### src/rtl/ccsb_pkg.sv
// ----------------------------------------------------------------------------
// ccsb_pkg
// Shared types and constants for the column completion scoreboard.
// ----------------------------------------------------------------------------
package ccsb_pkg;

    localparam int DEF_MAX_COLUMNS    = 16;
    localparam int DEF_MAX_ROW_GROUPS = 64;

    localparam int COL_W      = 4;   // column field
    localparam int ROW_IDX_W  = 6;   // row-group index fields
    localparam int CCOUNT_W   = 5;   // column_count register
    localparam int RCOUNT_W   = 7;   // row_group_count register
    localparam int CFG_DATA_W = 7;   // widest register
    localparam int CNT_W      = 7;   // counts up to 64

    typedef enum logic [0:0] {
        REG_COLUMN_COUNT    = 1'b0,
        REG_ROW_GROUP_COUNT = 1'b1
    } cfg_reg_t;

    typedef enum logic [0:0] {
        OP_MARK = 1'b0,
        OP_POP  = 1'b1
    } opcode_t;

    typedef struct packed {
        opcode_t                opcode;
        logic [COL_W-1:0]       column;
        logic [ROW_IDX_W-1:0]   range_first;
        logic [ROW_IDX_W-1:0]   range_last;
    } cmd_t;

    typedef struct packed {
        logic                   found;
        logic [ROW_IDX_W-1:0]   row_group;
    } result_t;

    typedef struct packed {
        logic merge;
        logic pop;
    } ready_ctl_t;

endpackage

### src/rtl/ccsb_done_mem.sv
// ----------------------------------------------------------------------------
// ccsb_done_mem
// Done-bit memory, one word per column, registered read.
// Per-entry valid flags make unwritten words read as zero after reset.
// ----------------------------------------------------------------------------
module ccsb_done_mem
    import ccsb_pkg::*;
#(
    parameter int MAX_COLUMNS    = DEF_MAX_COLUMNS,
    parameter int MAX_ROW_GROUPS = DEF_MAX_ROW_GROUPS,
    localparam int COL_AW        = (MAX_COLUMNS > 1) ? $clog2(MAX_COLUMNS) : 1
)
(
    input  logic                      clk,
    input  logic                      rst_n,
    input  logic                      wr_en,
    input  logic [COL_AW-1:0]         wr_addr,
    input  logic [MAX_ROW_GROUPS-1:0] wr_data,
    input  logic                      rd_en,
    input  logic [COL_AW-1:0]         rd_addr,
    output logic [MAX_ROW_GROUPS-1:0] rd_data
);

    logic [MAX_ROW_GROUPS-1:0] mem [MAX_COLUMNS];
    logic [MAX_COLUMNS-1:0]    valid_reg;
    logic [MAX_ROW_GROUPS-1:0] data_reg;
    logic                      data_valid_reg;

    always_ff @(posedge clk)
    begin
        if (wr_en)
        begin
            mem[wr_addr] <= wr_data;
        end
        if (rd_en)
        begin
            data_reg <= mem[rd_addr];
        end
    end

    always_ff @(posedge clk or negedge rst_n)
    begin
        if (!rst_n)
        begin
            valid_reg      <= '0;
            data_valid_reg <= 1'b0;
        end
        else
        begin
            if (wr_en)
            begin
                valid_reg[wr_addr] <= 1'b1;
            end
            if (rd_en)
            begin
                data_valid_reg <= valid_reg[rd_addr];
            end
        end
    end

    // never-written words read as zero
    assign rd_data = data_valid_reg ? data_reg : '0;

endmodule

### src/rtl/ccsb_ready_set.sv
// ----------------------------------------------------------------------------
// ccsb_ready_set
// Set of ready row groups: merges new groups in, pops the lowest one.
// A pop registers the isolated lowest bit, which is then encoded combinationally.
// ----------------------------------------------------------------------------
module ccsb_ready_set
    import ccsb_pkg::*;
#(
    parameter int MAX_ROW_GROUPS = DEF_MAX_ROW_GROUPS
)
(
    input  logic                      clk,
    input  logic                      rst_n,
    input  ready_ctl_t                ctl,
    input  logic [MAX_ROW_GROUPS-1:0] merge_bits,
    output logic                      result_strobe,
    output result_t                   result
);

    logic [MAX_ROW_GROUPS-1:0] ready_reg;
    logic [MAX_ROW_GROUPS-1:0] lowbit_reg;
    logic                      pend_reg;
    logic [ROW_IDX_W-1:0]      index;

    always_ff @(posedge clk or negedge rst_n)
    begin
        if (!rst_n)
        begin
            ready_reg <= '0;
            pend_reg  <= 1'b0;
        end
        else
        begin
            pend_reg <= ctl.pop;
            if (ctl.merge)
            begin
                ready_reg <= ready_reg | merge_bits;
            end
            else if (pend_reg)
            begin
                // drop the popped group
                ready_reg <= ready_reg & ~lowbit_reg;
            end
        end
    end

    // isolate lowest set bit
    always_ff @(posedge clk)
    begin
        if (ctl.pop)
        begin
            lowbit_reg <= ready_reg & (~ready_reg + MAX_ROW_GROUPS'(1));
        end
    end

    always_comb
    begin
        index = '0;
        for (int i = 0; i < MAX_ROW_GROUPS; i++)
        begin
            if (lowbit_reg[i])
            begin
                index = index | ROW_IDX_W'(i);
            end
        end
    end

    assign result_strobe    = pend_reg;
    assign result.found     = |lowbit_reg;
    assign result.row_group = index;

endmodule

### src/rtl/column_completion_scoreboard_top.sv
// ----------------------------------------------------------------------------
// column_completion_scoreboard_top
// Completion scoreboard: done bits per column and row group, ready set pop.
// ----------------------------------------------------------------------------
// Pop: result strobe in the cycle after the request, while the block is busy.
// Mark: busy through the read-modify-write of the column word and the scan of
//   one done word per cycle through the single memory read port; an ignored
//   mark does not make the block busy.
// No result for a mark. Results cannot be stalled.
// Reset: ready set and done-bit valid flags clear at once; no sweep.
// ----------------------------------------------------------------------------
module column_completion_scoreboard_top
    import ccsb_pkg::*;
#(
    parameter int MAX_COLUMNS    = DEF_MAX_COLUMNS,
    parameter int MAX_ROW_GROUPS = DEF_MAX_ROW_GROUPS
)
(
    input  logic                  clk,
    input  logic                  rst_n,
    input  logic                  start,
    output logic                  busy,
    input  cmd_t                  cmd,
    output logic                  result_strobe,
    output result_t               result,
    input  logic                  cfg_we,
    input  cfg_reg_t              cfg_index,
    input  logic [CFG_DATA_W-1:0] cfg_data
);

    localparam int COL_AW = (MAX_COLUMNS > 1) ? $clog2(MAX_COLUMNS) : 1;
    localparam logic [CNT_W-1:0] MAX_COLS_C = CNT_W'(MAX_COLUMNS);
    localparam logic [CNT_W-1:0] MAX_ROWS_C = CNT_W'(MAX_ROW_GROUPS);

    typedef enum logic [4:0] {
        ST_IDLE  = 5'b00001,
        ST_MARK  = 5'b00010,
        ST_SCAN  = 5'b00100,
        ST_DRAIN = 5'b01000,
        ST_POP   = 5'b10000
    } state_t;

    state_t                    state_reg, state_next;
    logic [CCOUNT_W-1:0]       col_count_reg;
    logic [RCOUNT_W-1:0]       row_count_reg;
    logic [COL_AW-1:0]         col_reg;
    logic [MAX_ROW_GROUPS-1:0] mask_reg, mask_next;
    logic [MAX_ROW_GROUPS-1:0] acc_reg;
    logic [CNT_W-1:0]          scan_reg;
    logic                      pend_reg;

    logic [CNT_W-1:0]          ncols;
    logic [CNT_W-1:0]          nrows;
    logic                      accept;
    logic                      mark_ok;
    logic                      mem_wr_en;
    logic                      mem_rd_en;
    logic [COL_AW-1:0]         mem_rd_addr;
    logic [MAX_ROW_GROUPS-1:0] mem_rd_data;
    ready_ctl_t                ready_ctl;

    assign ncols = ({2'b0, col_count_reg} > MAX_COLS_C) ? MAX_COLS_C
                                                       : {2'b0, col_count_reg};
    assign nrows = (row_count_reg > MAX_ROWS_C) ? MAX_ROWS_C : row_count_reg;

    assign busy    = (state_reg != ST_IDLE);
    assign accept  = start && !busy;
    assign mark_ok = ({3'b0, cmd.column} < ncols) && (cmd.range_last >= cmd.range_first);

    always_comb
    begin
        mask_next = '0;
        for (int i = 0; i < MAX_ROW_GROUPS; i++)
        begin
            mask_next[i] = (CNT_W'(i) >= {1'b0, cmd.range_first})
                        && (CNT_W'(i) <= {1'b0, cmd.range_last})
                        && (CNT_W'(i) < nrows);
        end
    end

    always_ff @(posedge clk or negedge rst_n)
    begin
        if (!rst_n)
        begin
            col_count_reg <= CCOUNT_W'(16);
            row_count_reg <= RCOUNT_W'(64);
        end
        else if (cfg_we)
        begin
            case (cfg_index)
                REG_COLUMN_COUNT:    col_count_reg <= cfg_data[CCOUNT_W-1:0];
                REG_ROW_GROUP_COUNT: row_count_reg <= cfg_data[RCOUNT_W-1:0];
                default: ;
            endcase
        end
    end

    always_comb
    begin
        state_next = state_reg;
        case (state_reg)
            ST_IDLE:
            begin
                if (accept)
                begin
                    if (cmd.opcode == OP_POP)
                    begin
                        state_next = ST_POP;
                    end
                    else if (mark_ok)
                    begin
                        state_next = ST_MARK;
                    end
                end
            end
            ST_MARK:  state_next = ST_SCAN;
            ST_SCAN:
            begin
                if (scan_reg == ncols - CNT_W'(1))
                begin
                    state_next = ST_DRAIN;
                end
            end
            ST_DRAIN: state_next = ST_IDLE;
            ST_POP:   state_next = ST_IDLE;
            default:  state_next = ST_IDLE;
        endcase
    end

    always_ff @(posedge clk or negedge rst_n)
    begin
        if (!rst_n)
        begin
            state_reg <= ST_IDLE;
            scan_reg  <= '0;
            pend_reg  <= 1'b0;
        end
        else
        begin
            state_reg <= state_next;
            pend_reg  <= (state_reg == ST_SCAN);
            if (state_reg == ST_MARK)
            begin
                scan_reg <= '0;
            end
            else if (state_reg == ST_SCAN)
            begin
                scan_reg <= scan_reg + CNT_W'(1);
            end
        end
    end

    // hold the request payload and fold done words into the accumulator
    always_ff @(posedge clk)
    begin
        if (accept)
        begin
            col_reg  <= COL_AW'({3'b0, cmd.column});
            mask_reg <= mask_next;
        end
        if (state_reg == ST_MARK)
        begin
            acc_reg <= mask_reg;
        end
        else if (pend_reg)
        begin
            acc_reg <= acc_reg & mem_rd_data;
        end
    end

    assign mem_wr_en   = (state_reg == ST_MARK);
    assign mem_rd_en   = (accept && (cmd.opcode == OP_MARK)) || (state_reg == ST_SCAN);
    assign mem_rd_addr = (state_reg == ST_SCAN) ? scan_reg[COL_AW-1:0]
                                                : COL_AW'({3'b0, cmd.column});

    ccsb_done_mem #(
        .MAX_COLUMNS    (MAX_COLUMNS),
        .MAX_ROW_GROUPS (MAX_ROW_GROUPS)
    ) u_done_mem (
        .clk     (clk),
        .rst_n   (rst_n),
        .wr_en   (mem_wr_en),
        .wr_addr (col_reg),
        .wr_data (mem_rd_data | mask_reg),
        .rd_en   (mem_rd_en),
        .rd_addr (mem_rd_addr),
        .rd_data (mem_rd_data)
    );

    assign ready_ctl.merge = (state_reg == ST_DRAIN);
    assign ready_ctl.pop   = accept && (cmd.opcode == OP_POP);

    ccsb_ready_set #(
        .MAX_ROW_GROUPS (MAX_ROW_GROUPS)
    ) u_ready_set (
        .clk           (clk),
        .rst_n         (rst_n),
        .ctl           (ready_ctl),
        .merge_bits    (acc_reg & mem_rd_data),
        .result_strobe (result_strobe),
        .result        (result)
    );

endmodule

### config.mk
export PLATFORM = sky130hd
export DESIGN_NAME = column_completion_scoreboard_top
export DESIGN_NICKNAME = d
export VERILOG_FILES = /design/src/rtl/ccsb_pkg.sv /design/src/rtl/ccsb_done_mem.sv /design/src/rtl/ccsb_ready_set.sv /design/src/rtl/column_completion_scoreboard_top.sv
export SDC_FILE = /design/constraint.sdc
export NUM_CORES = 2
export LEC_CHECK = 0
export BUFFER_PORTS_ARGS = -buffer_cell sky130_fd_sc_hd__buf_2
export CORE_MARGIN = 4
export CORE_UTILIZATION = 30
export DETAILED_ROUTE_END_ITERATION = 7
export PLACE_DENSITY_LB_ADDON = 0.05
export SLEW_MARGIN = 20
export SYNTH_ARGS = -nofsm -noshare
export SYNTH_HDL_FRONTEND = slang
export SYNTH_HIERARCHICAL = 1
export SYNTH_SLANG_ARGS = --single-unit
### constraint.sdc
create_clock -name clk -period 7.5 [get_ports clk]
set_clock_uncertainty 0.1 [all_clocks]
set_input_delay 0.375 -clock clk [delete_from_list [all_inputs] [get_ports clk]]
set_output_delay 0.375 -clock clk [all_outputs]
set_load 0.02 [all_outputs]
After elaboration in Yosys (flattened, before gate mapping)
Memories as Yosys holds them, arrays and structs flattened. A register that Yosys moved wholly into a read port is not among the register bits. Index checks and enable logic that the tools add are counted.

Bitwise logic cells: 9. Reductions and logical operators: 140. Magnitude comparators: 197. Equal/unequal tests: 11. Add/sub/neg operators: 3. Muxes and demuxes: 98.

Operators by type and width (count): $mux 64 (7); $lt 6x7->1 const A (32); $and 64x64->64 (3); $le 6x6->1 const A (32); $mux 6 (32); $ge 6x6->1 const A (31); $mux 5 (30); $logic_and 1x1->1 (131); $not 64->64 (2); $or 64x64->64 (2); $lt 5x7->1 const A (16); $ge 5x6->1 const A (16); $le 5x6->1 const A (16); $add 64x1->64 const B (1); $reduce_or 64->1 (1); $lt 4x7->1 const A (8); $ge 4x6->1 const A (8); $le 4x6->1 const A (8); $mux 7 (6); $mux 4 (9); $lt 3x7->1 const A (4); $ge 3x6->1 const A (4); $le 3x6->1 const A (4); $or 16x16->16 (1); 35 further kinds (54).

Word-level logic and storage cells: 472. Bits in writable memories: 1024. Output and inout bits: 9. Memories: 1. Input port bits: 29. Bits in registers: 303.

Memory list: u_done_mem.mem (words 16, width 64, read ports 1, clocked after Yosys merged registers in 1, wr ports 1, RTL line ccsb_done_mem.sv:24) `logic [MAX_ROW_GROUPS-1:0] mem [MAX_COLUMNS];`.

Logic depth before layout (Yosys ltp)
Depth in word-level cells: 63. Mapped depth: 13. Gate-level depth less buffers: 9.

By module
Netlist, hierarchy kept.

Modules (own cells, without submodules): ccsb_done_mem (sequential area each 33096.7 sq um, area each 41508.6 sq um, cells each 1616, instances 1); column_completion_scoreboard_top (sequential area each 4593.2 sq um, area each 8629.5 sq um, cells each 787, instances 1); ccsb_ready_set (sequential area each 3548.4 sq um, area each 5870.6 sq um, cells each 588, instances 1).

Least setup slack after synthesis
Ideal clock, no wire load.

Path kind: flip-flop to flip-flop. Start point: register state_reg[2]. End point: register u_done_mem.valid_reg[0]. Stages on the path, launching flop included: 8. Arrival time: 6.752 ns. Data required time: 7.308 ns. Clock period less this slack: 6.944 ns. Path slack: 0.556 ns. Path buffers: 2. Cell sequence: dfrtp_1 -> nor2_1 -> and4bb_2 -> clkbuf_1 -> clkbuf_1 -> or3b_2 -> nor3_1 -> or2_2.

Cells in the longest elaborated chain, start to end: 1.

RTL lines: start, declared (RTL line column_completion_scoreboard_top.sv:43) `state_t state_reg, state_next;`; start signal, assigned (RTL line column_completion_scoreboard_top.sv:140) `state_reg <= state_next;`; $eq 5x2->1 (RTL line column_completion_scoreboard_top.sv:171) `assign mem_wr_en = (state_reg == ST_MARK);`; net mem_wr_en (RTL line column_completion_scoreboard_top.sv:56) `logic mem_wr_en;`; end signal, assigned (RTL line ccsb_done_mem.sv:45) `valid_reg <= '0;`; end signal, assigned by index (RTL line ccsb_done_mem.sv:52) `valid_reg[wr_addr] <= 1'b1;`; end, declared (RTL line ccsb_done_mem.sv:25) `logic [MAX_COLUMNS-1:0] valid_reg;`.

The timed path passes the listed nets, and every way through them passes these cells. A chain may end at the register's enable or synchronous reset.

Final worst setup path
Start point: register state_reg[1]. End point: register u_done_mem.data_reg[52], read port of u_done_mem.mem (data pin).

RTL lines: $eq 5x3->1 (RTL line column_completion_scoreboard_top.sv:173) `assign mem_rd_addr = (state_reg == ST_SCAN) ? scan_reg[COL_AW-1:0]`; $mux 4 (RTL line column_completion_scoreboard_top.sv:173); net mem_rd_addr[0] (RTL line column_completion_scoreboard_top.sv:58) `logic [COL_AW-1:0] mem_rd_addr;`; end, declared (RTL line ccsb_done_mem.sv:26) `logic [MAX_ROW_GROUPS-1:0] data_reg;`.

The timed path passes the listed nets, and every way through them passes these cells.

==> summary.md <==
| Metric | Value |
|---|---|
| Outcome | `finished with violations` |
| Failing checks | `antenna rules` |
| Layout cell share with drive strength beyond 1 | `between 20% and 30%` |
| DRC | `0` |
| Largest cells by area after synthesis | `edfxtp_1, mux4_2, dfrtp_1` |
| Commonest cells in the netlist | `edfxtp_1, mux4_2, nor2_1` |
| DR iter-0 viols | `approximately 2400` |
| Final WL | `179.8 mm` |
| Layout area overhead | `15.81%` |
| Multi-input logic area | `roughly 14000 um^2` |
| First-pass DRT Iterations | `5` |
| Vias | `29330` |
| TNS Setup | `0 ns` |
| Critical Path, Cell by Cell | `or3_1 -> or3b_1 -> inv_6 -> nand2_1 -> nand2_4 -> buf_4 -> mux4_2 -> mux4_2` |
| Worst EP required | `7.90 ns` |
| FFs w/ async S/R, synth | `7.692%` |
| Number of flops mapped to enable cells by yosys | `1284` |
| Main flop type after synthesis | `edfxtp_1` |
| Most common cell in the netlist | `edfxtp_1` |
| H-tree level count | `4` |
| Die Span Y | `440.1 um` |
| DRT met1 WL | `81.68 mm` |
| Max incr delay on CP | `0.67 ns` |
| Setup ws final | `3.004 ns` |
| Nets | `3171` |
| Gr ovfl total | `0` |
| Max_cap viols | `0` |
| DR vias/cell | `5.093` |
| Global Route Usage Sum | `between 10% and 20%` |
| Syn Nets | `roughly 3000` |
| Critical path arrival | `4.89 ns` |
| Port-buffer cells | `37` |
| DP Area | `around 59000 um^2` |
| Sink Count | `roughly 1400` |
| Power, Total | `between 15 and 20 mW` |
| Largest Register | `u_done_mem/mem` |
| Total CTS buffers | `162` |
| Layout Cells excl Fill | `5759` |
| Fin. max-slew vios | `0` |
| Max Fclk | `222.4 MHz` |
| CP startpoint kind | `flop` |
| Most used cell, CP | `mux4_2` |
| Clock Path Buffers | `3` |
| Final setup fails | `0` |
| Clock tree from TritonCTS | `built` |
| Wire per inst | `between 30 and 40 um` |
| Detail Route Antenna Nets | `1` |
| Starting Density | `a little under a third` |
| Fillcell total | `between 15000 and 20000` |
| Hold Worst Slack | `0.08243 ns` |
| Finished Cell Area | `64860 um^2` |
| Pleak | `about 21 nW` |
| Worst hold path type | `in -> reg` |
| Resized Gates After CTS | `0` |
| Kind of critical path | `reg -> reg` |
| Post-Synthesis Cell Area | `around 56000 um^2` |
| First-pass GRT wire length | `252.5 mm` |
| Pin count of the biggest net entering global routing | `124` |
| WL met3 | `6.963 mm` |
| Routed wl met2 | `87.75 mm` |
| Crit path max fanout | `34` |
| Post-Place Worst Slack | `2.839 ns` |
| Yosys reg bits | `1391` |
| Placed cells | `roughly 5400` |
| Fin util | `between 30% and 40%` |
| Die area | `193700 um^2` |
| CP endpoint kind | `flop` |
| Reg clk slew, reported paths | `0.06 ns` |
| Period utilization | `59.94%` |
| Register area | `a little over 40000 um^2` |
| Worst-Skew Late Latency | `0.79 ns` |
| Vias in the first global route | `30900` |
| Max VDD drop | `181.6 uV` |
| Die Wd | `440.1 um` |
| Max_slew headroom | `12.08%` |
| Fin crit period | `4.496 ns` |
| Final HPWL DP | `approximately 100 mm` |
| Slowest stage cell, crit path | `buf_4` |
| Core area | `between 150000 and 200000 um^2` |
| Max FFs per register | `1024` |
| Register area share after synthesis | `73.63%` |
| Antenna violations before repair | `23` |
| Final Hold Violating Endpoints | `0` |
| GP Congestion | `~0.83` |
| Row count | `158` |
| Mean area per synthesized cell | `~19 um^2` |
| Worst-margin pin slew | `1.319 ns` |
| Worst path bufs/invs | `2` |
| R2R Setup Slk | `between 3 and 4 ns` |
| Biggest area consumer among synthesized cells | `edfxtp_1` |
| Yosys cell types | `between 60 and 70` |
| Pwr Density | `286.9 nW/um^2` |
| Syn Inst Count | `2991` |
| Top Ports | `38` |
| Ys Warns | `6` |
| CP top delay family | `simple AND/OR/NAND/NOR gates` |
| Synth top area share | `68.84%` |
| RSZ-0062 raised after global routing | `no` |
| Top sig layer | `met5` |
| Clock root buffer master | `clkbuf_16` |
-- what timing repair did --
item	in CTS	in global routing
hold buffers	19	0
setup buffers	0	0
endpoints found under the hold margin	63	0
-- where the power goes --
group / total, mW / switching [mW] / internal, mW
Clock: 7.81 / 3.22 / 4.59
Sequential: 9.20 / 0.176 / 9.02
Combinational: 1.60 / 1.12 / 0.481
Total: 18.6 / 4.52 / 14.1
-- metal layers --
metal	track usage (%)	vias to the layer above
li1	-	12350
met3	3.021	217
met2	30.99	647
met1	25.86	16100
met5	0	-
met4	4.091	12
-- final timing paths --
path,startpoint,endpoint,depth (start not counted)
setup / recovery,state_reg[1]$_DFFE_PN0P_,u_done_mem/data_reg[52]$_DFFE_PP_,8
hold reg to reg,u_done_mem/valid_reg[10]$_DFFE_PN0P_,u_done_mem/valid_reg[10]$_DFFE_PN0P_,1
min in group asynchronous,rst_n,u_done_mem/valid_reg[5]$_DFFE_PN0P_,2
max in group asynchronous,rst_n,u_ready_set/result_strobe$_DFF_PN0_,3
setup reg to reg,state_reg[1]$_DFFE_PN0P_,u_done_mem/data_reg[52]$_DFFE_PP_,8
hold / removal,cmd[6],mask_reg[24]$_DFFE_PP_,3
-- logic make-up after synthesis --
kind of cell               synth area share [%]
buffers and inverters                     1.396
AOI/OAI and AO/OA                         2.232
and+or+nand+nor                           7.660
DFF                                       73.63
adders and majority gates                0.2457
xor gates and xnor gates                 0.1720
muxes                                     14.67
-- layout by cell type, fill, tap and decap left out, types with 8 or more instances in the layout --
cell type	Yosys	routed
and3_1	15	15
or3_1	10	10
nor2b_1	8	8
and4b_1	9	9
ha_1	11	11
mux4_2	324	324
nor2_4	0	13
and4_1	12	12
nand3_1	14	14
inv_1	20	19
edfxtp_1	1284	1284
a21oi_1	102	102
o21ai_0	25	23
a211oi_1	12	12
and2_1	140	140
clkbuf_1	72	36
nand2_1	129	125
buf_4	10	41
or2_2	84	83
inv_6	1	12
nor4_1	38	38
clkbuf_16	0	165
mux2_2	77	77
nand4_1	9	9
bufinv_16	0	15
nor2_1	242	229
dlygate4sd3_1	0	19
clkinv_2	0	34
buf_2	18	36
clkinv_1	2	36
nor3_1	39	35
buf_12	0	16
diode_2	0	10
nand2b_1	16	16
dfrtp_1	104	102
a2111oi_0	14	10
-- worst reg2reg max path, stage by stage (launching register included) --
cell and delay [ns]:
dfrtp_1 0.40, or3_1 0.41, or3b_1 0.60, inv_6 0.19, nand2_1 0.11, nand2_4 0.65
buf_4 0.69, mux4_2 0.60, mux4_2 0.47
-- layout make-up --
type	count	share of cell area, %
Clock inverter	98	1.399
Tap cell	2480	4.784
Clock buffer	204	6.638
Sequential cell	1391	63.58
Multi-Input combinational cell	1441	21.88
Antenna cell	10	0.03858
Inverter	23	0.1427
Timing Repair Buffer	112	1.539
Power figures use the tool's default switching activity.
